**src/rtl/core/spe_pkg.sv**
```systemverilog
// Shared constants, cell type, frequency table builder and arctangent table for the embedding core.
package spe_pkg;

  localparam int EMBED_DIM     = 64;
  localparam int CORDIC_STAGES = 16;
  localparam int PAIR_COUNT    = (EMBED_DIM + 1) / 2;
  localparam int PAIR_W        = (PAIR_COUNT > 1) ? $clog2(PAIR_COUNT) : 1;

  localparam int IDX_W   = 6;
  localparam int VALUE_W = 16;
  localparam int POS_W   = 16;
  localparam int PHASE_W = 32;
  localparam int XY_W    = 34;
  localparam int Z_W     = 34;
  localparam int ATAN_COUNT = 24;
  localparam int STAGE_W = $clog2(ATAN_COUNT);

  localparam logic [IDX_W-1:0] LAST_IDX = IDX_W'(EMBED_DIM - 1);

  localparam logic [63:0] INV_TWO_PI_Q64 = 64'h28BE60DB9391054A;
  localparam logic [63:0] POWER_TARGET   = 64'hFFFFFFFFFFFFFFFF / 64'd100000000;
  localparam logic signed [XY_W-1:0] CORDIC_X0 = XY_W'(32'h26DD3B6A);

  typedef logic [PAIR_COUNT-1:0][PHASE_W-1:0] spe_freq_rom_t;

  // One beat of work travelling down the rotation chain.
  typedef struct packed {
    logic                   vld;
    logic [IDX_W-1:0]       idx;
    logic [1:0]             quad;
    logic signed [XY_W-1:0] x;
    logic signed [XY_W-1:0] y;
    logic signed [Z_W-1:0]  z;
  } spe_cell_t;

  function automatic logic [63:0] mul_high(input logic [63:0] a, input logic [63:0] b);
    logic [127:0] p;
    p = a * b;
    return p[127:64];
  endfunction

  function automatic logic [63:0] power_q64(input logic [63:0] y);
    logic [63:0] r;
    r = y;
    for (int i = 1; i < EMBED_DIM; i++) begin
      r = mul_high(r, y);
    end
    return r;
  endfunction

  // Frequencies in turns per position, Q0.32. Evaluated at elaboration only.
  function automatic spe_freq_rom_t build_freq_rom();
    spe_freq_rom_t rom;
    logic [63:0] lo;
    logic [63:0] hi;
    logic [63:0] span;
    logic [63:0] mid;
    logic [63:0] wk;
    logic [63:0] f;
    logic [63:0] fr;
    lo = 64'd0;
    hi = 64'hFFFFFFFFFFFFFFFF;
    for (int it = 0; it < 70; it++) begin
      if (lo < hi) begin
        span = hi - lo;
        mid  = lo + (span >> 1) + (span & 64'd1);
        if (power_q64(mid) <= POWER_TARGET) begin
          lo = mid;
        end else begin
          hi = mid - 64'd1;
        end
      end
    end
    wk = lo;
    for (int j = 0; j < PAIR_COUNT; j++) begin
      f      = mul_high(wk, INV_TWO_PI_Q64);
      fr     = f + 64'h0000000080000000;
      rom[j] = fr[63:32];
      wk     = mul_high(wk, lo);
    end
    return rom;
  endfunction

  localparam spe_freq_rom_t FREQ_ROM = build_freq_rom();

  // Arctangent of 2^-i in turns, Q0.32.
  function automatic logic [PHASE_W-1:0] atan_turn(input logic [STAGE_W-1:0] i);
    logic [PHASE_W-1:0] a;
    case (i)
      5'd0:    a = 32'h20000000;
      5'd1:    a = 32'h12E4051E;
      5'd2:    a = 32'h09FB385B;
      5'd3:    a = 32'h051111D4;
      5'd4:    a = 32'h028B0D43;
      5'd5:    a = 32'h0145D7E1;
      5'd6:    a = 32'h00A2F61E;
      5'd7:    a = 32'h00517C55;
      5'd8:    a = 32'h0028BE53;
      5'd9:    a = 32'h00145F2F;
      5'd10:   a = 32'h000A2F98;
      5'd11:   a = 32'h000517CC;
      5'd12:   a = 32'h00028BE6;
      5'd13:   a = 32'h000145F3;
      5'd14:   a = 32'h0000A2F9;
      5'd15:   a = 32'h0000517C;
      5'd16:   a = 32'h000028BE;
      5'd17:   a = 32'h0000145F;
      5'd18:   a = 32'h00000A2F;
      5'd19:   a = 32'h00000517;
      5'd20:   a = 32'h0000028B;
      5'd21:   a = 32'h00000145;
      5'd22:   a = 32'h000000A2;
      5'd23:   a = 32'h00000051;
      default: a = 32'h00000000;
    endcase
    return a;
  endfunction

endpackage

```
**src/rtl/core/spe_phase_gen.sv**
```systemverilog
// Position register, element counter and phase multiply feeding the rotation chain.
module spe_phase_gen import spe_pkg::*; (
  input  logic             clk,
  input  logic             rst_n,
  input  logic             adv,
  input  logic             in_valid,
  output logic             in_stall,
  input  logic [POS_W-1:0] in_position,
  output spe_cell_t        cell_out
);

  logic               busy_r;
  logic [IDX_W-1:0]   k_r;
  logic [POS_W-1:0]   pos_r;
  spe_cell_t          cell_r;
  spe_cell_t          cell_nxt;
  logic               issue_fire;
  logic               issue_last;
  logic               in_acc;
  logic [PAIR_W-1:0]  pair;
  logic [POS_W+PHASE_W-1:0] product;

  assign issue_fire = busy_r && adv;
  assign issue_last = issue_fire && (k_r == LAST_IDX);
  // A new position may enter in the cycle its predecessor issues its last element.
  assign in_stall   = busy_r && !issue_last;
  assign in_acc     = in_valid && !in_stall;

  assign pair    = k_r[PAIR_W:1];
  assign product = pos_r * FREQ_ROM[pair];

  always_comb begin
    cell_nxt.vld  = issue_fire;
    cell_nxt.idx  = k_r;
    cell_nxt.quad = product[PHASE_W-1:PHASE_W-2];
    cell_nxt.x    = CORDIC_X0;
    cell_nxt.y    = '0;
    cell_nxt.z    = Z_W'(product[PHASE_W-3:0]);
  end

  always_ff @(posedge clk) begin
    if (!rst_n) begin
      busy_r <= 1'b0;
      k_r    <= '0;
      cell_r <= '0;
    end else begin
      if (in_acc) begin
        busy_r <= 1'b1;
        k_r    <= '0;
        pos_r  <= in_position;
      end else if (issue_fire) begin
        k_r <= k_r + IDX_W'(1);
        if (issue_last) begin
          busy_r <= 1'b0;
        end
      end
      if (adv) begin
        cell_r <= cell_nxt;
      end
    end
  end

  assign cell_out = cell_r;

endmodule

```
**config.mk**
```make
export PLATFORM = sky130hd
export DESIGN_NAME = spe_phase_gen
export DESIGN_NICKNAME = d
export VERILOG_FILES = /design/src/rtl/core/spe_pkg.sv /design/src/rtl/core/spe_phase_gen.sv
export SDC_FILE = /design/constraint.sdc
export NUM_CORES = 1
export LEC_CHECK = 0
export ABC_AREA = 0
export BUFFER_PORTS_ARGS = -buffer_cell sky130_fd_sc_hd__buf_2
export CORE_MARGIN = 2
export CORE_UTILIZATION = 65
export DETAILED_ROUTE_END_ITERATION = 8
export PLACE_DENSITY = 0.86
export SLEW_MARGIN = 10
export SYNTH_ARGS = -nofsm -noshare
export SYNTH_HDL_FRONTEND = slang
export SYNTH_SLANG_ARGS = --single-unit
```
**constraint.sdc**
```tcl
create_clock -name clk -period 14.9 [get_ports clk]
set_clock_uncertainty 0.05 [all_clocks]
set_input_delay 1.49 -clock clk [delete_from_list [all_inputs] [get_ports clk]]
set_output_delay 1.49 -clock clk [all_outputs]
set_load 0.05 [all_outputs]
```
==> flow_summary_export.csv <==
group,metric,value,unit
status,outcome,"completed",
power_and_ir_drop,power.leakage,8.18,nW
global_routing,antenna_found_initial,1,
global_routing,grt_pass1_vias,13000,
route,wl_met1,14.8,mm
global_routing,grt_pass1_wl,64.4,mm
worst_setup_path,crit_path_end_kind,"register",
clocking,cts_root_buffer,"clkbuf_16",
clocking,cts_tree,"done",
layout,flow.area_growth_from_synthesis,2.30,%
clocking,cts_resized,0,
synth,yosys_most_used_dff,"dfxtp_1",
route,num_vias,12200,
worst_setup_path,arrival,7020,ps
synth,synth_edf_count,16,
synth,async_flop_share,0,%
route,first_pass_iters,7,
route,detail-route-antenna-nets,0,
worst_setup_path,critical_path.startpoint_type,"register",
die,io-pin-count,132,
sta,rsz0062_at_grt,"false",
power_and_ir_drop,power-per-cell-area,137,nW/um2
layout,nets,2198,
layout,fin_cells,2130,
placed_design,dp_hpwl,30.0,mm
worst_setup_path,crit_family,"adder cells",
synth,synth-xor-area-share,3.49,%
synth,ys_top_cells_by_area,"fa_1 37%, dfxtp_1 9.4%, inv_1 8.0%, and2_1 6.4%, nand2_1 6.3%",
layout,drive_gt1_share,7.09,%
clocking,hold_buffers,0,
clocking,insertion_delay,350,ps
synth,ys_seq_area_share,12.4,%
placed_design,place_inst,2113,
worst_setup_path,crit_chain,"nand2_1 -> fa_1 -> fa_1 -> fa_1 -> inv_1 -> fa_1 -> fa_1 -> inv_1 -> fa_1 -> inv_1 -> ha_1 -> and3_1 -> a311o_1 -> o22ai_1 -> nand2_1 -> o21ai_2 -> o21ai_0 -> a31oi_1 -> xor2_1 -> o21ai_0",
synth,synth_seq_cells,92,
die,die_area,26100,um2
synth,synth_top_family_by_area,"adder cells",
clocking,cts_setup_buffers,0,
synth,synthCells,1819,
sta,finalSetupViolCount,0,
synth,synthesis.area,16200,um2
synth,synth_top_area_cell,"fa_1",
route,drtIter0Drc,939,
clocking,htreeDepth,3,
power_and_ir_drop,vdd_drop_max,0.167,mV
route,vias_per_cell,5.74,
synth,synthMuxAreaShare,2.01,%
die,start_util,66.2,%
clocking,clock-sinks,92,
clocking,clk_pin_slew,70,ps
layout,final_common_cell,"inv_1",
clocking,clock_path_buffers,2,
die,die_y,162,um
sta,max_freq,146,MHz
worst_setup_path,cpPeakStageDelay,1180,ps
layout,post-route-util,67.7,%
sta,slew_viol_final,0,
sta,slew_headroom,9.07,%
route,wirelength,39.2,mm
sta,hold_slack,428,ps
worst_setup_path,cp_max_fo,29,
flow_run,maxCapViolations,0,
synth,ys_types,71,
die,core_area,24400,um2
route,dr_wl_met2,19.5,mm
worst_setup_path,crit_type,"reg2reg",
route,post_drt_wl_per_cell,18.4,um
route,drc_errors,0,
die,die_x,162,um
placed_design,gp_congestion,0.958,
layout,layout_common_cells,"343 x inv_1, 301 x fa_1, 270 x nand2_1",
global_routing,track_usage,31.0,%
sta,min_period_over_period,45.8,%
route,top_layer,"met4",
global_routing,grt_max_degree,56,
power_and_ir_drop,fin_total_pwr,2.27,mW
die,num_rows,57,
route,wl_met3,3.21,mm
synth,avgSynthCellArea,8.88,um2
synth,synthAdderAreaFrac,43.3,%
global_routing,overflow,0,
clocking,cts_made_buffers,9,
sta,tightestPinTransition,1360,ps
worst_hold_path,min_path_type,"reg2reg",
synth,synth-simple-area-share,16.6,%
sta,finalHoldViolations,0,
worst_setup_path,required,15090,ps
synth,yosysWarnings,0,
worst_setup_path,slowest_stage,"edfxtp_1",
worst_setup_path,critPathBufInv,3,
sta,min_period,6830,ps
synth,synth_top_area_share,37.3,%
synth,synth-compound-area-share,8.35,%
placed_design,io_buffer_count,77,
sta,tns,0,ps
worst_setup_path,crit_path_frequent_cell,"fa_1",
## through the flow
step | cell area, um2 | setup slack (ps)
6_report | 16500 | 8070
5_1_grt | 16500 | 7800
4_1_cts | 16500 | 8210
3_5_place_dp | 16200 | 8210
3_3_place_gp | 16200 | 8350
2_1_floorplan | 16300 | 8940
## power by group
group,switching (mW),internal [mW]
Combinational,1.05,0.679
Sequential,0.0259,0.283
Clock,0.108,0.120
## worst paths after layout
path | from | to | slack (ps) | cells past startpoint
setup / recovery | pos_r[3] | cell_out[102] | 8070 | 20
hold reg to reg | cell_out[5] | cell_out[5] | 430 | 1
hold / removal | cell_out[5] | cell_out[5] | 430 | 1
setup reg to reg | pos_r[3] | cell_out[102] | 8070 | 20
## per-layer routing
metal	global-route usage, %	up-vias
met4	12.9	0
met1	39.2	6066
met3	5.21	145
li1	-	5361
met2	53.2	651
met5	0	-
## layout make-up
| class | instances | area (um2) |
|---|---|---|
| multi-input combinational | 1270 | 12100 |
| fill | 1912 | 7870 |
| sequential | 92 | 2000 |
| inverter | 347 | 1300 |
| timing repair buffer | 80 | 408 |
| tap | 324 | 405 |
| clock buffer | 11 | 243 |
| clock inverter | 5 | 43.8 |
| antenna | 1 | 2.50 |
## kinds of logic after synthesis
kind of cell | Yosys count
mux | 31
xor+xnor | 58
fa+ha+maj | 378
simple gates | 545
other cells | 1
flops | 92
buf+inv | 510
compound gates | 204
## synth_stat cells, types with 5 or more instances
master / number
a211oi_1: 9
a21boi_0: 5
a21o_1: 11
a21oi_1: 52
a221oi_1: 11
a31oi_1: 10
and2_1: 164
buf_1: 6
buf_2: 5
buf_4: 75
clkbuf_1: 73
dfxtp_1: 76
edfxtp_1: 16
fa_1: 301
ha_1: 77
inv_1: 343
mux2i_1: 29
nand2_1: 270
nand2_4: 5
nand2b_1: 5
nand3_1: 12
nand3b_1: 5
nor2_1: 31
nor2b_1: 25
nor3_1: 6
o211ai_1: 7
o21a_1: 6
o21ai_0: 44
o21ai_1: 5
o22ai_1: 11
xnor2_1: 35
xor2_1: 20
## worst register-to-register path, cell delays in order, from the launching register on
cell      delay [ps]
edfxtp_1        1180
nand2_1          190
fa_1             510
fa_1             530
fa_1             530
inv_1             60
fa_1             500
fa_1             510
inv_1             80
fa_1             490
inv_1             50
ha_1             350
and3_1           240
a311o_1          350
o22ai_1          170
nand2_1           90
o21ai_2          190
o21ai_0          180
a31oi_1          230
xor2_1           160
o21ai_0           80
Power figures use the tool's default switching activity.
