### src/rtl/core/spe_pkg.sv
// Shared constants, cell type, frequency table builder and arctangent table for the embedding core.
package spe_pkg;

  localparam int EMBED_DIM     = 64;
  localparam int CORDIC_STAGES = 16;
  localparam int PAIR_COUNT    = (EMBED_DIM + 1) / 2;
  localparam int PAIR_W        = (PAIR_COUNT > 1) ? $clog2(PAIR_COUNT) : 1;

  localparam int IDX_W   = 6;
  localparam int VALUE_W = 16;
  localparam int POS_W   = 16;
  localparam int PHASE_W = 32;
  localparam int XY_W    = 34;
  localparam int Z_W     = 34;
  localparam int ATAN_COUNT = 24;
  localparam int STAGE_W = $clog2(ATAN_COUNT);

  localparam logic [IDX_W-1:0] LAST_IDX = IDX_W'(EMBED_DIM - 1);

  localparam logic [63:0] INV_TWO_PI_Q64 = 64'h28BE60DB9391054A;
  localparam logic [63:0] POWER_TARGET   = 64'hFFFFFFFFFFFFFFFF / 64'd100000000;
  localparam logic signed [XY_W-1:0] CORDIC_X0 = XY_W'(32'h26DD3B6A);

  typedef logic [PAIR_COUNT-1:0][PHASE_W-1:0] spe_freq_rom_t;

  // One beat of work travelling down the rotation chain.
  typedef struct packed {
    logic                   vld;
    logic [IDX_W-1:0]       idx;
    logic [1:0]             quad;
    logic signed [XY_W-1:0] x;
    logic signed [XY_W-1:0] y;
    logic signed [Z_W-1:0]  z;
  } spe_cell_t;

  function automatic logic [63:0] mul_high(input logic [63:0] a, input logic [63:0] b);
    logic [127:0] p;
    p = a * b;
    return p[127:64];
  endfunction

  function automatic logic [63:0] power_q64(input logic [63:0] y);
    logic [63:0] r;
    r = y;
    for (int i = 1; i < EMBED_DIM; i++) begin
      r = mul_high(r, y);
    end
    return r;
  endfunction

  // Frequencies in turns per position, Q0.32. Evaluated at elaboration only.
  function automatic spe_freq_rom_t build_freq_rom();
    spe_freq_rom_t rom;
    logic [63:0] lo;
    logic [63:0] hi;
    logic [63:0] span;
    logic [63:0] mid;
    logic [63:0] wk;
    logic [63:0] f;
    logic [63:0] fr;
    lo = 64'd0;
    hi = 64'hFFFFFFFFFFFFFFFF;
    for (int it = 0; it < 70; it++) begin
      if (lo < hi) begin
        span = hi - lo;
        mid  = lo + (span >> 1) + (span & 64'd1);
        if (power_q64(mid) <= POWER_TARGET) begin
          lo = mid;
        end else begin
          hi = mid - 64'd1;
        end
      end
    end
    wk = lo;
    for (int j = 0; j < PAIR_COUNT; j++) begin
      f      = mul_high(wk, INV_TWO_PI_Q64);
      fr     = f + 64'h0000000080000000;
      rom[j] = fr[63:32];
      wk     = mul_high(wk, lo);
    end
    return rom;
  endfunction

  localparam spe_freq_rom_t FREQ_ROM = build_freq_rom();

  // Arctangent of 2^-i in turns, Q0.32.
  function automatic logic [PHASE_W-1:0] atan_turn(input logic [STAGE_W-1:0] i);
    logic [PHASE_W-1:0] a;
    case (i)
      5'd0:    a = 32'h20000000;
      5'd1:    a = 32'h12E4051E;
      5'd2:    a = 32'h09FB385B;
      5'd3:    a = 32'h051111D4;
      5'd4:    a = 32'h028B0D43;
      5'd5:    a = 32'h0145D7E1;
      5'd6:    a = 32'h00A2F61E;
      5'd7:    a = 32'h00517C55;
      5'd8:    a = 32'h0028BE53;
      5'd9:    a = 32'h00145F2F;
      5'd10:   a = 32'h000A2F98;
      5'd11:   a = 32'h000517CC;
      5'd12:   a = 32'h00028BE6;
      5'd13:   a = 32'h000145F3;
      5'd14:   a = 32'h0000A2F9;
      5'd15:   a = 32'h0000517C;
      5'd16:   a = 32'h000028BE;
      5'd17:   a = 32'h0000145F;
      5'd18:   a = 32'h00000A2F;
      5'd19:   a = 32'h00000517;
      5'd20:   a = 32'h0000028B;
      5'd21:   a = 32'h00000145;
      5'd22:   a = 32'h000000A2;
      5'd23:   a = 32'h00000051;
      default: a = 32'h00000000;
    endcase
    return a;
  endfunction

endpackage

### src/rtl/core/spe_cordic_cell.sv
// One rotation step of the CORDIC chain, registered towards the next cell.
module spe_cordic_cell import spe_pkg::*; (
  input  logic               clk,
  input  logic               rst_n,
  input  logic               adv,
  input  logic [STAGE_W-1:0] stage_idx,
  input  spe_cell_t          cell_in,
  output spe_cell_t          cell_out
);

  spe_cell_t              cell_r;
  spe_cell_t              cell_nxt;
  logic signed [XY_W-1:0] dx;
  logic signed [XY_W-1:0] dy;
  logic signed [Z_W-1:0]  at;

  assign dx = cell_in.y >>> stage_idx;
  assign dy = cell_in.x >>> stage_idx;
  assign at = Z_W'(atan_turn(stage_idx));

  always_comb begin
    cell_nxt = cell_in;
    if (!cell_in.z[Z_W-1]) begin
      cell_nxt.x = cell_in.x - dx;
      cell_nxt.y = cell_in.y + dy;
      cell_nxt.z = cell_in.z - at;
    end else begin
      cell_nxt.x = cell_in.x + dx;
      cell_nxt.y = cell_in.y - dy;
      cell_nxt.z = cell_in.z + at;
    end
  end

  always_ff @(posedge clk) begin
    if (!rst_n) begin
      cell_r <= '0;
    end else if (adv) begin
      cell_r <= cell_nxt;
    end
  end

  assign cell_out = cell_r;

endmodule

### config.mk
export PLATFORM = sky130hd
export DESIGN_NAME = spe_cordic_cell
export DESIGN_NICKNAME = d
export VERILOG_FILES = /design/src/rtl/core/spe_pkg.sv /design/src/rtl/core/spe_cordic_cell.sv
export SDC_FILE = /design/constraint.sdc
export NUM_CORES = 1
export LEC_CHECK = 0
export ABC_AREA = 1
export BUFFER_PORTS_ARGS = -buffer_cell sky130_fd_sc_hd__buf_2
export CAP_MARGIN = 5
export CORE_MARGIN = 1.5
export CORE_UTILIZATION = 58
export DETAILED_ROUTE_END_ITERATION = 7
export GPL_TIMING_DRIVEN = 0
export PLACE_DENSITY = 0.81
export SLEW_MARGIN = 20
export SYNTH_ARGS = -nofsm -noshare
export SYNTH_HDL_FRONTEND = slang
export SYNTH_SLANG_ARGS = --single-unit
### constraint.sdc
create_clock -name clk -period 5.75 [get_ports clk]
set_input_delay 0.8625 -clock clk [delete_from_list [all_inputs] [get_ports clk]]
set_output_delay 0.8625 -clock clk [all_outputs]
set_load 0.005 [all_outputs]
==> flow_summary_export.csv <==
group,metric,value,unit
placed_design,dp_cells,3478,
final_layout,drive_gt1_share,11.5,%
placed_design,place.gp.congestion,1.14,
synthesis,ys_seq_area_share,13.7,%
placed_design,dp_hpwl,57.2,mm
drt,wire_per_inst,20.1,um
worst_setup_path,cpMostUsedCell,"inv_1",
worst_setup_path,r2r_cells,4,
final_layout,finalNonFillerCells,3505,
sta,min_period,5.55,ns
synthesis,yosysWarningCount,0,
worst_setup_path,cp_max_fo,13,
drt,dr_wl_met3,9.98,mm
job,drv_cap,0,
drt,drc,0,
cts,holdBufCountCts,0,
drt,drt_iter0_markers,3064,
synthesis,synth_area,0.0162,mm^2
synthesis,synth.avg_cell_area,5.61,um^2
floorplanning,row_count,60,
cts,root_buffer,"clkbuf_16",
synthesis,yosysUniqueCellTypes,48,
floorplanning,fp.dieH,170,um
power_and_ir_drop,power_leakage,9.98,nW
sta,tightest_slew,1.23,ns
global_routing,grt_max_degree,20,
sta,hold_viol,0,
worst_setup_path,critPathKind,"in -> reg",
drt,wl,70.6,mm
worst_setup_path,r2r_slack,4.99,ns
global_routing,grt.overflow.total,0,
floorplanning,start_util,59.5,%
floorplanning,core,0.0272,mm^2
synthesis,ys_async_sr_fraction,0,%
floorplanning,dieArea,0.0289,mm^2
cts,cts_buffers,9,
cts,clock_sink_count,111,
final_layout,fin_nets,3356,
drt,num_vias,21700,
global_routing,grt_antenna_before_repair,0,
final_layout,post-route-cell-area,0.0183,mm^2
worst_setup_path,critPathLaunch,"stage_idx[0]",
worst_setup_path,crit_path_start_kind,"input pin",
drt,ant_nets,0,
worst_setup_path,crit_path_end,"cell_out[33]",
sta,fmax,180,MHz
floorplanning,pin_count,230,
synthesis,ys_seq_elements,111,
cts,cts.path.max_buffers,2,
synthesis,synth_top_cell_by_area,"nand2_1",
placed_design,dpl-instance-area,0.0178,mm^2
global_routing,grt_first_pass_wirelength,105,mm
worst_setup_path,worstReg2RegEnd,"cell_out[91]",
drt,vias_per_cell,6.19,
drt,top_layer_used,"met4",
worst_setup_path,crit_slowest_cell,"o31ai_4",
global_routing,grt_pass1_vias,19400,
cts,cts_tree,"done",
sta,slew_violations,0,
global_routing,grt_use_total,47.3,%
power_and_ir_drop,powerDensity,229,mW/mm^2
synthesis,synth.area.top_cells,"nand2_1 (16%), dfxtp_1 (14%), nand3_1 (12%), nor2_1 (9.2%), ha_1 (8.4%)",
floorplanning,die_x,170,um
placed_design,numPortBuffers,225,
synthesis,synth-edff-count,0,
sta,period_share,96.5,%
worst_hold_path,hp-class,"reg -> reg",
final_layout,largest_register_ffs,111,
cts,clock_latency,0.36,ns
sta,maxSlewHeadroom,18.0,%
worst_setup_path,crit_required,6.01,ns
worst_setup_path,max_stage_delay,0.36,ns
power_and_ir_drop,power,4.18,mW
cts,cts_max_level,3,
power_and_ir_drop,peakVddDrop,0.197,mV
drt,wl_met1,26.1,mm
worst_setup_path,critPathCaptureType,"flop",
cts,clk_pin_slew_worst_paths,0.08,ns
drt,first_pass_iters,7,
worst_setup_path,crit_arrival,5.81,ns
sta,fin_skew,0,ns
worst_setup_path,r2r-start,"cell_out[91]",
synthesis,synth_top_area_share,16.4,%
drt,met2_length,29.2,mm
synthesis,synth_fp_nets,3112,
sta,setup_viol,0,
synthesis,yosys_most_used_dff,"dfxtp_1",
final_layout,syn2layout_area_growth,13.0,%
synthesis,syn_inst,2881,
status,status,"complete, no violations",
[routing by layer]
metal | vias to the layer above | GRT usage (%)
met1 | 9726 | 58.4
met2 | 1673 | 71.7
met5 | - | 0
met3 | 353 | 13.4
li1 | 9948 | -
met4 | 0 | 31.0
[cell usage after synthesis, types with 4 or more instances]
cell type,number
a221oi_1,8
xnor2_1,68
o21a_1,6
dfxtp_1,111
nor2_2,5
o221ai_1,8
buf_1,25
xor2_1,82
a21oi_1,146
buf_2,28
o21ai_1,10
buf_6,15
a21boi_0,6
a21o_1,18
o21ai_0,195
nand3_1,394
nor3_4,4
clkbuf_1,47
nor2_1,397
nand2_1,708
a31oi_1,26
o211ai_1,25
nand4_1,21
buf_4,4
o21bai_1,8
nor3_1,32
ha_1,109
inv_1,325
nor4_1,9
nand2_2,6
a211oi_1,5
[layout make-up]
type | count | area [um^2]
Antenna cell | 3 | 7.51
Buffer | 119 | 633
Clock buffer | 10 | 229
Clock inverter | 6 | 52.6
Fill cell | 2600 | 8890
Inverter | 332 | 1250
Multi-Input combinational cell | 2319 | 12200
Sequential cell | 111 | 2220
Tap cell | 372 | 465
Timing Repair Buffer | 233 | 1190
[logic make-up (layout without fill, tap and decap cells)]
family	count (synthesis)	count (layout)	synth area share (%)
other	0	3	0
adder cells (fa/ha/maj)	112	112	8.80
AND/OR/NAND/NOR	1589	1589	41.5
flip-flops	111	111	13.7
AO/OA/AOI/OAI	468	468	16.3
buffers and inverters	451	700	11.5
XOR/XNOR	150	150	8.12
[layout by cell type, fill, tap and decap left out, types with 5 or more instances in the layout]
cell | netlist | layout
buf_2 | 28 | 247
xnor2_1 | 68 | 67
buf_4 | 4 | 11
buf_1 | 25 | 23
buf_6 | 15 | 16
nor2_1 | 397 | 396
o21ai_1 | 10 | 15
a21oi_1 | 146 | 141
clkbuf_2 | 0 | 7
a31oi_1 | 26 | 24
ha_1 | 109 | 106
nor2_2 | 5 | 5
clkbuf_1 | 47 | 43
nand2_1 | 708 | 705
nand2_2 | 6 | 9
a21o_1 | 18 | 18
nor3_1 | 32 | 32
nand4_1 | 21 | 21
nor4_1 | 9 | 7
xor2_1 | 82 | 79
o211ai_1 | 25 | 25
o21a_1 | 6 | 6
clkbuf_4 | 0 | 6
nand3_1 | 394 | 394
o221ai_1 | 8 | 7
o21ai_0 | 195 | 187
o21ai_2 | 2 | 5
clkbuf_16 | 0 | 9
a221oi_1 | 8 | 8
a21oi_2 | 1 | 6
o21bai_1 | 8 | 8
inv_1 | 325 | 325
dfxtp_1 | 111 | 111
[worst min path at each step]
stage / endpoint / from / cells past startpoint
global route: cell_out[98] / cell_out[98] / 2
CTS: cell_out[98] / cell_out[98] / 2
floorplan: cell_out[100] / cell_out[100] / 2
global placement: cell_out[96] / cell_out[96] / 2
detailed placement: cell_out[96] / cell_out[96] / 2
finish: cell_out[55] / cell_out[55] / 2
[repair_timing]
action / in CTS / in global routing
buffers inserted: 0 / 8
endpoints found under the setup margin: 0 / 28
resized for setup: 0 / 58
endpoints found under the hold margin: 0 / 0
[worst max-delay path, delay by kind of cell]
kind                     cells  cell delay, ns
XOR/XNOR                     1            0.20
adder cells (fa/ha/maj)      3            0.72
AO/OA/AOI/OAI                9            1.71
AND/OR/NAND/NOR              8            0.94
buffers and inverters       11            1.36
[metrics by stage]
step           utilization [%]  hold slack, ns  setup slack (ns)  TNS [ns]
5_1_grt                   67.2           0.503           -0.0340   -0.0340
3_3_place_gp              65.4           0.456            -0.198    -0.778
2_1_floorplan                -           0.472             0.886         0
3_5_place_dp              65.4           0.460            -0.330     -2.48
4_1_cts                   66.4           0.484            0.0549         0
6_report                  67.3           0.486             0.203         0
[power breakdown]
part | internal (mW) | switching [mW]
Clock | 0.304 | 0.357
Combinational | 0.881 | 1.72
Sequential | 0.875 | 0.0519
Total | 2.06 | 2.13
(Power assumes the default switching activity.)
