<file path="config.mk">
export PLATFORM = sky130hd
export DESIGN_NAME = spe_round_out
export DESIGN_NICKNAME = d
export VERILOG_FILES = /design/src/rtl/core/spe_pkg.sv /design/src/rtl/core/spe_round_out.sv
export SDC_FILE = /design/constraint.sdc
export NUM_CORES = 1
export LEC_CHECK = 0
export ABC_AREA = 1
export BUFFER_PORTS_ARGS = -buffer_cell sky130_fd_sc_hd__buf_2
export CAP_MARGIN = 10
export CORE_UTILIZATION = 48
export DETAILED_ROUTE_END_ITERATION = 10
export PLACE_DENSITY = 0.79
export SYNTH_ARGS = -nofsm -noshare
export SYNTH_HDL_FRONTEND = slang
export SYNTH_SLANG_ARGS = --single-unit
</file>
<file path="constraint.sdc">
create_clock -name clk -period 2.35 [get_ports clk]
set_input_delay 0 -clock clk [delete_from_list [all_inputs] [get_ports clk]]
set_output_delay 0 -clock clk [all_outputs]
set_load 0.02 [all_outputs]
</file>
<file path="src/rtl/core/spe_pkg.sv">
// Shared constants, cell type, frequency table builder and arctangent table for the embedding core.
package spe_pkg;

  localparam int EMBED_DIM     = 64;
  localparam int CORDIC_STAGES = 16;
  localparam int PAIR_COUNT    = (EMBED_DIM + 1) / 2;
  localparam int PAIR_W        = (PAIR_COUNT > 1) ? $clog2(PAIR_COUNT) : 1;

  localparam int IDX_W   = 6;
  localparam int VALUE_W = 16;
  localparam int POS_W   = 16;
  localparam int PHASE_W = 32;
  localparam int XY_W    = 34;
  localparam int Z_W     = 34;
  localparam int ATAN_COUNT = 24;
  localparam int STAGE_W = $clog2(ATAN_COUNT);

  localparam logic [IDX_W-1:0] LAST_IDX = IDX_W'(EMBED_DIM - 1);

  localparam logic [63:0] INV_TWO_PI_Q64 = 64'h28BE60DB9391054A;
  localparam logic [63:0] POWER_TARGET   = 64'hFFFFFFFFFFFFFFFF / 64'd100000000;
  localparam logic signed [XY_W-1:0] CORDIC_X0 = XY_W'(32'h26DD3B6A);

  typedef logic [PAIR_COUNT-1:0][PHASE_W-1:0] spe_freq_rom_t;

  // One beat of work travelling down the rotation chain.
  typedef struct packed {
    logic                   vld;
    logic [IDX_W-1:0]       idx;
    logic [1:0]             quad;
    logic signed [XY_W-1:0] x;
    logic signed [XY_W-1:0] y;
    logic signed [Z_W-1:0]  z;
  } spe_cell_t;

  function automatic logic [63:0] mul_high(input logic [63:0] a, input logic [63:0] b);
    logic [127:0] p;
    p = a * b;
    return p[127:64];
  endfunction

  function automatic logic [63:0] power_q64(input logic [63:0] y);
    logic [63:0] r;
    r = y;
    for (int i = 1; i < EMBED_DIM; i++) begin
      r = mul_high(r, y);
    end
    return r;
  endfunction

  // Frequencies in turns per position, Q0.32. Evaluated at elaboration only.
  function automatic spe_freq_rom_t build_freq_rom();
    spe_freq_rom_t rom;
    logic [63:0] lo;
    logic [63:0] hi;
    logic [63:0] span;
    logic [63:0] mid;
    logic [63:0] wk;
    logic [63:0] f;
    logic [63:0] fr;
    lo = 64'd0;
    hi = 64'hFFFFFFFFFFFFFFFF;
    for (int it = 0; it < 70; it++) begin
      if (lo < hi) begin
        span = hi - lo;
        mid  = lo + (span >> 1) + (span & 64'd1);
        if (power_q64(mid) <= POWER_TARGET) begin
          lo = mid;
        end else begin
          hi = mid - 64'd1;
        end
      end
    end
    wk = lo;
    for (int j = 0; j < PAIR_COUNT; j++) begin
      f      = mul_high(wk, INV_TWO_PI_Q64);
      fr     = f + 64'h0000000080000000;
      rom[j] = fr[63:32];
      wk     = mul_high(wk, lo);
    end
    return rom;
  endfunction

  localparam spe_freq_rom_t FREQ_ROM = build_freq_rom();

  // Arctangent of 2^-i in turns, Q0.32.
  function automatic logic [PHASE_W-1:0] atan_turn(input logic [STAGE_W-1:0] i);
    logic [PHASE_W-1:0] a;
    case (i)
      5'd0:    a = 32'h20000000;
      5'd1:    a = 32'h12E4051E;
      5'd2:    a = 32'h09FB385B;
      5'd3:    a = 32'h051111D4;
      5'd4:    a = 32'h028B0D43;
      5'd5:    a = 32'h0145D7E1;
      5'd6:    a = 32'h00A2F61E;
      5'd7:    a = 32'h00517C55;
      5'd8:    a = 32'h0028BE53;
      5'd9:    a = 32'h00145F2F;
      5'd10:   a = 32'h000A2F98;
      5'd11:   a = 32'h000517CC;
      5'd12:   a = 32'h00028BE6;
      5'd13:   a = 32'h000145F3;
      5'd14:   a = 32'h0000A2F9;
      5'd15:   a = 32'h0000517C;
      5'd16:   a = 32'h000028BE;
      5'd17:   a = 32'h0000145F;
      5'd18:   a = 32'h00000A2F;
      5'd19:   a = 32'h00000517;
      5'd20:   a = 32'h0000028B;
      5'd21:   a = 32'h00000145;
      5'd22:   a = 32'h000000A2;
      5'd23:   a = 32'h00000051;
      default: a = 32'h00000000;
    endcase
    return a;
  endfunction

endpackage

</file>
<file path="src/rtl/core/spe_round_out.sv">
// Quadrant mapping, Q1.15 rounding with saturation and the result output register.
module spe_round_out import spe_pkg::*; (
  input  logic                      clk,
  input  logic                      rst_n,
  input  spe_cell_t                 cell_in,
  output logic                      adv,
  output logic                      out_valid,
  input  logic                      out_stall,
  output logic [IDX_W-1:0]          out_element_index,
  output logic signed [VALUE_W-1:0] out_value,
  output logic                      out_last
);

  logic                      out_valid_r;
  logic [IDX_W-1:0]          idx_r;
  logic signed [VALUE_W-1:0] value_r;
  logic                      last_r;
  logic signed [XY_W-1:0]    s_val;
  logic signed [XY_W-1:0]    c_val;
  logic signed [XY_W-1:0]    sel;
  logic signed [XY_W:0]      biased;
  logic signed [XY_W:0]      shifted;
  logic signed [VALUE_W-1:0] value_nxt;

  assign adv = !out_valid_r || !out_stall;

  always_comb begin
    unique case (cell_in.quad)
      2'd0: begin
        s_val = cell_in.y;
        c_val = cell_in.x;
      end
      2'd1: begin
        s_val = cell_in.x;
        c_val = -cell_in.y;
      end
      2'd2: begin
        s_val = -cell_in.y;
        c_val = -cell_in.x;
      end
      default: begin
        s_val = -cell_in.x;
        c_val = cell_in.y;
      end
    endcase
    sel     = cell_in.idx[0] ? c_val : s_val;
    biased  = (XY_W+1)'(sel) + (XY_W+1)'(16384);
    shifted = biased >>> 15;
    if (shifted > (XY_W+1)'(32767)) begin
      value_nxt = 16'sh7FFF;
    end else if (shifted < -(XY_W+1)'(32768)) begin
      value_nxt = 16'sh8000;
    end else begin
      value_nxt = shifted[VALUE_W-1:0];
    end
  end

  always_ff @(posedge clk) begin
    if (!rst_n) begin
      out_valid_r <= 1'b0;
    end else if (adv) begin
      out_valid_r <= cell_in.vld;
      if (cell_in.vld) begin
        idx_r   <= cell_in.idx;
        value_r <= value_nxt;
        last_r  <= (cell_in.idx == LAST_IDX);
      end
    end
  end

  assign out_valid         = out_valid_r;
  assign out_element_index = idx_r;
  assign out_value         = value_r;
  assign out_last          = last_r;

endmodule

</file>
==> results of run 1 <==
==> final cells by class <==
cell class | count | area [sq um] | area share
multi-input combinational | 655 | 3789 | 0.5725
clock buffer | 4 | 45.04 | 0.006807
tap | 108 | 135.1 | 0.02042
sequential | 24 | 710.7 | 0.1074
timing repair buffer | 249 | 1687 | 0.2549
inverter | 66 | 251.5 | 0.03800
==> cells by family after synthesis <==
kind of cell,count (synthesis),share of synthesized area
adder cells (fa/ha/maj),1,0.002884
AND/OR/NAND/NOR,546,0.6025
XOR/XNOR,15,0.03029
buffers and inverters,88,0.08941
flip-flops,24,0.1638
AO/OA/AOI/OAI,91,0.1110
==> flip-flops by register name (all words and copies together) (netlist names) <==
name and cells:
out_valid 1, out_element_index 6, out_last 1, out_value 16
==> worst paths after layout <==
check	start	to	slack, ps
worst max-delay path	cell_in[45]	out_value[11]	-20
worst min register to register	out_valid	out_valid	510
worst min-delay path	cell_in[110]	out_valid	20
worst max register to register	out_valid	out_value[0]	1180
==> cell usage after synthesis, drive strengths merged (5+ instances only) <==
library cell / n / area, sq um
nand4: 13 / 87.58
nor2: 118 / 600.6
nor3: 5 / 30.03
inv: 65 / 244.0
edfxtp: 23 / 690.7
xor2: 6 / 52.55
buf: 18 / 123.9
xnor2: 9 / 78.83
a21oi: 32 / 163.9
o21ai: 51 / 255.3
nand2: 284 / 1169
nand3: 117 / 653.1
==> what timing repair did <==
| action | CTS | global route |
|---|---|---|
| setup buffers | 0 | 11 |
| hold endpoints to repair | 6 | 0 |
| resized for setup | 0 | 161 |
| hold buffers | 6 | 0 |
| endpoints found under the setup margin | 0 | 15 |
==> metal layers <==
metal	global-route usage	up-vias	wire length (um)
met2	0.5341	335	8251
met3	0.01799	61	1144
met5	0	-	0
li1	-	2974	-
met1	0.4002	2680	6502
met4	0.1424	0	886
==> power by group <==
group          total [uW]  internal (uW)  switching [uW]
Clock                 245            121             124
Sequential            515            509            5.90
Combinational        1120            452             669
Total                1880           1080             799
==> critical path: stages <==
cell     delay [ps]
buf_2           120
nor2_1          120
nand2_2         110
buf_12          140
nor2_4          120
nand4_1         190
nand2_1         140
nand3_1          80
nand2_1          70
nand2_1          60
nand2_2         120
nand2_1          90
nor2_2          190
inv_1           110
nor2_4          130
nand3_2          80
nand2_2          80
nand4_4         180
nand2_4         180
nand2_1          80
==> metrics by stage <==
| step | setup TNS (ps) | power, uW | setup WS [ps] | cells | utilization |
|---|---|---|---|---|---|
| floorplan | 0 | 1091 | 13.30 | 765 | - |
| global placement | -2707 | 1449 | -187.3 | 1084 | 0.6709 |
| detailed placement | -3550 | 1465 | -259.2 | 1084 | 0.6709 |
| CTS | 0 | 1713 | 26.30 | 1094 | 0.6829 |
| global route | -2014 | 1989 | -153.7 | 1106 | 0.7588 |
| finish | -24.71 | 1881 | -23.30 | 1106 | 0.7588 |
==> results by group, run 1 <==
Layout
  – Ant diodes: 0
  – Cell area after layout: 6618 sq um
  – Fin nets: 1114
  – Commonest cells after routing, fill and taps aside: nand2_1, buf_4, buf_2, nand3_1, nand2_2
  – Area Growth Syn to Fin: 52.55%
  – Share of cells above drive strength 1: 0.4449
  – Commonest non-fill, non-tap cell in the layout: nand2_1
  – Fill count: 678

Global route
  – Gr ovfl total: 0
  – First-pass GRT wire length: 24290 um
  – Total GRT Usage: 0.3111
  – Largest net degree at the start of global routing: 25
  – Initial antenna violation count: 0
  – Number of global-route vias before repair: 5271

Pwr
  – VDD IR-drop max: 206.5 uV
  – Leak: 0.003192 uW
  – Pwr/cell area: 284.3 nW/um^2

Clock tree
  – TritonCTS clock tree: yes
  – Worst-Skew Late Latency: 270 ps
  – Root buf cell: clkbuf_8
  – H-tree levels: 1
  – Clk slew on worst S/H paths: 80 ps
  – CTS buffer count: 3
  – Clock Tree Buf Depth: 2
  – Clk sinks: 24

Floorplan
  – Core area: 8721 sq um
  – Std cell rows: 34
  – Num ports: 139
  – Die Height: 97.07 um
  – Horiz. Die Dim: 97.07 um
  – Die area: 9422 sq um
  – Starting density of the core: 0.4974

Yosys
  – Yosys reg bits: 24
  – EDFF count, synth: 23
  – Syn Inst Count: 765
  – Commonest register cell after synthesis: edfxtp_1
  – Syn avg cell area: 5.670 sq um
  – Yosys warning count: 0
  – Mapped Area: 4338 sq um
  – Distinct cell type count after synthesis: 42
  – Syn nets: 880
  – Synth async-reset ratio: 0
  – Register area share after synthesis: 0.1638

Placed design
  – Cell Area, Placed: 5851 sq um
  – Gpl congestion: 1.046
  – HPWL Detailed: 12440 um
  – # port buffers: 104

Drt
  – Detailed Route WL: 16790 um
  – Final ANT Viol Nets: 0
  – Wire per inst: 15.18 um
  – Residual DRC: 0
  – Vias per inst: 5.470
  – Iteration-0 DRC Markers: 490
  – Drt first pass iters: 6
  – Number of vias in the routed layout: 6050

Timing
  – Worst-Margin Slew: 371.3 ps
  – Final Hold Fails: 0
  – Max Freq: 0.4214 GHz
  – Fin crit share: 1.010
  – Tmin final: 2373 ps
  – Setup ws final: -23.30 ps
  – Clk_skew: 2.095 ps
  – Final setup viols: 3
  – Slew margin rel.: 0.7519
  – Max Slew Vio Count: 0
  – Worst hold slack: 18.41 ps

Run status
  – Status: finished, violations left
  – Failing checks: negative setup slack

Job
  – Max-cap viol count: 0

Worst hold path
  – Hold WC Path Type: input port to flop
  – Min-Delay Path Depth: 3

Critical path
  – Crit path arrival time: 2400 ps
  – R2R cell count: 4
  – Critical path class: input port to flop
  – Worst EP required: 2370 ps
  – Setup crit start kind: input port
  – Largest fanout on the critical path: 7
  – Kind of end point of the critical path: flop
Note: power is estimated with default switching activity, not from simulation.
==> run 2: changes to the inputs <==
Settings changed: CTS_BUF_LIST from default to sky130_fd_sc_hd__clkbuf_8 sky130_fd_sc_hd__clkbuf_16, HOLD_SLACK_MARGIN from default to 0.02.
==> run 2 against run 1 <==
  * The flow still finishes with violations (negative setup slack)
  * Non-clock buffer count rose by 1
  * Clock skew down 1.7 ps
  * Sequential cell count is the same
  * Sequential power about the same
  * Sequential share of layout area about the same
  * Wire length rose by 0.65%
  * Final cell count about the same
  * Critical path type unchanged
  * Highest routed layer unchanged
==> results by group, run 2 (same netlist as run 1, synthesis figures left out) <==
Layout
  – Area Growth Syn to Fin: 52.73%
  – Cell area after layout: 6625 sq um
  – Fill count: 684
  – Final Non-Filler Cells: 1107
  – Register area: 710.7 sq um
  – Max reg flops: 16
  – Commonest cells after routing, fill and taps aside: nand2_1, buf_4, buf_2, nand3_1, nand2_2
  – Share of cells above drive strength 1: 0.4434
  – Commonest non-fill, non-tap cell in the layout: nand2_1
  – Area of the multi-input gates: 3786 sq um
  – Fin nets: 1115
  – Ant diodes: 0

Global route
  – Routing usage on met3: 0.01871
  – First-pass GRT wire length: 24370 um
  – GRT met2 Usage: 0.5395
  – Number of global-route vias before repair: 5272
  – Top Usage Layer GRT: met2
  – Total GRT Usage: 0.3127
  – Gr ovfl total: 0
  – Met1 usage: 0.4002
  – Initial antenna violation count: 0
  – Largest net degree at the start of global routing: 25

Drt
  – Drt first pass iters: 5
  – Residual DRC: 0
  – Vias per inst: 5.532
  – Iteration-0 DRC Markers: 477
  – Number of vias in the routed layout: 6124
  – Wire per inst: 15.26 um
  – Final ANT Viol Nets: 0
  – Detailed Route WL: 16890 um

Critical path
  – R2R cell count: 4
  – Crit path capture: out_value[13]
  – CP Launch Point: cell_in[41]
  – Setup crit start kind: input port
  – Crit path arrival time: 2400 ps
  – Reg-to-reg startpoint: out_valid
  – Kind of end point of the critical path: flop
  – Crit path top cell by count: nand2_1
  – Largest fanout on the critical path: 7
  – Worst r2r dst: out_valid
  – Cells along the critical path: buf_2 > nor2_2 > nand2_1 > nor2_4 > nand2_2 > nand2_2 > nand3_2 > nand2_1 > nand3_2 > nand2_4 > ha_4 > nand3_4 > nor2_8 > nand3_4 > o21ai_0 > nand2_1 > nand3_4 > nand2_4 > nand2_1 > nand2_1
  – Worst EP required: 2380 ps
  – Critical path class: input port to flop
  – Reg2Reg Setup Slack: 1090 ps
  – CP max stage cell: o21ai_0
  – Crit-path max cell delay: 250 ps

Clock tree
  – Clk sinks: 24
  – H-tree levels: 1
  – Root buf cell: clkbuf_8
  – Clk slew on worst S/H paths: 70 ps
  – CTS buffer count: 3
  – TritonCTS clock tree: yes
  – Worst-Skew Late Latency: 270 ps
  – Clock Tree Buf Depth: 2

Run status
  – Status: finished, violations left
  – Failing checks: negative setup slack

Floorplan
  – Die Height: 97.07 um
  – Horiz. Die Dim: 97.07 um
  – Num ports: 139
  – Die area: 9422 sq um
  – Core area: 8721 sq um
  – Std cell rows: 34
  – Starting density of the core: 0.4974

Timing
  – Clk_skew: 0.3785 ps
  – Setup TNS: -52.81 ps
  – Setup ws final: -20.57 ps
  – Tmin final: 2371 ps
  – Final Hold Fails: 0
  – Worst-Margin Slew: 354.5 ps
  – Final setup viols: 7
  – Max Freq: 0.4218 GHz
  – Max Slew Vio Count: 0
  – Slew margin rel.: 0.7618
  – Fin crit share: 1.009

Placed design
  – # port buffers: 104
  – Gpl congestion: 1.046
  – Cell Area, Placed: 5851 sq um
  – HPWL Detailed: 12440 um
  – Inst Count DP: 1084

Pwr
  – Clk network pwr share: 0.127
  – Leak: 0.003202 uW
  – Reg power frac: 0.274
  – Int Pwr: 1080 uW
  – VDD IR-drop max: 209.0 uV
  – Pwr/cell area: 283.8 nW/um^2
  – Sw power: 800.4 uW
  – Sw Ratio: 0.4258
  – Gate power share: 0.599

Worst hold path
  – Hold WC Path Type: input port to flop
  – Min-Delay Path Depth: 2
  – Hold path startpoint: cell_in[104]

Job
  – Max-cap viol count: 0
==> run 2: changes by cell type in the layout (fill, tap and decap cells not counted) <==
cell           change
nor2_1             +1
nor2_2             -1
clkbuf_1           -1
inv_1              +1
dlygate4sd3_1      +1
==> run 2: layer usage <==
| layer | wire, um | share of wire |
|---|---|---|
| met1 | 6473 | 0.38 |
| met2 | 8314 | 0.49 |
| met3 | 1215 | 0.072 |
| met4 | 890 | 0.053 |
| met5 | 0 | 0 |
==> run 2: worst max-delay path: cells and delay by family <==
| family | cells | cell delay, ps |
|---|---|---|
| AOI/OAI and AO/OA | 1 | 250 |
| adders and majority gates | 1 | 150 |
| buffers and inverters | 1 | 130 |
| and+or+nand+nor | 17 | 1870 |
==> run 2: cell type report <==
| cell class | count | share of cell area |
|---|---|---|
| clock buffers | 3 | 0.006232 |
| repair buffers | 250 | 0.2561 |
| flip-flops and latches | 24 | 0.1073 |
| multi-input cells | 655 | 0.5715 |
| clock inverters | 1 | 0.0005666 |
| well taps | 108 | 0.02040 |
| inverters | 66 | 0.03796 |
==> run 2: worst min-delay path by stage <==
stage | to
final | out_element_index[0]
after global routing | out_element_index[0]
after CTS | out_element_index[0]
after detailed placement | out_element_index[5]
after global placement | out_element_index[5]
after floorplan | out_element_index[0]
==> run 2: power groups by stage <==
stage | sequential, uW | combinational (uW) | clock [uW]
5_1_grt | 518 | 1210 | 256
6_report | 515 | 1130 | 239
4_1_cts | 515 | 954 | 242
3_5_place_dp | 525 | 941 | 0
3_3_place_gp | 523 | 925 | 0
2_1_floorplan | 560 | 531 | 0
==> run 2: timing repair <==
item / CTS / global route
gates resized for setup: 0 / 160
setup endpoints to repair: 0 / 15
hold buffers: 7 / 0
setup buffers: 0 / 11
hold endpoints to repair: 6 / 0
==> run 2: per-stage QoR <==
step | utilization | hold WS [ps] | power (uW) | setup WS, ps
floorplan | - | 98.87 | 1091 | 13.30
CTS | 0.6841 | 136.6 | 1711 | 26.30
global placement | 0.6709 | 198.4 | 1449 | -187.3
detailed placement | 0.6709 | 196.4 | 1465 | -259.2
global route | 0.7597 | 145.3 | 1987 | -226.8
finish | 0.7597 | 142.0 | 1880 | -20.57
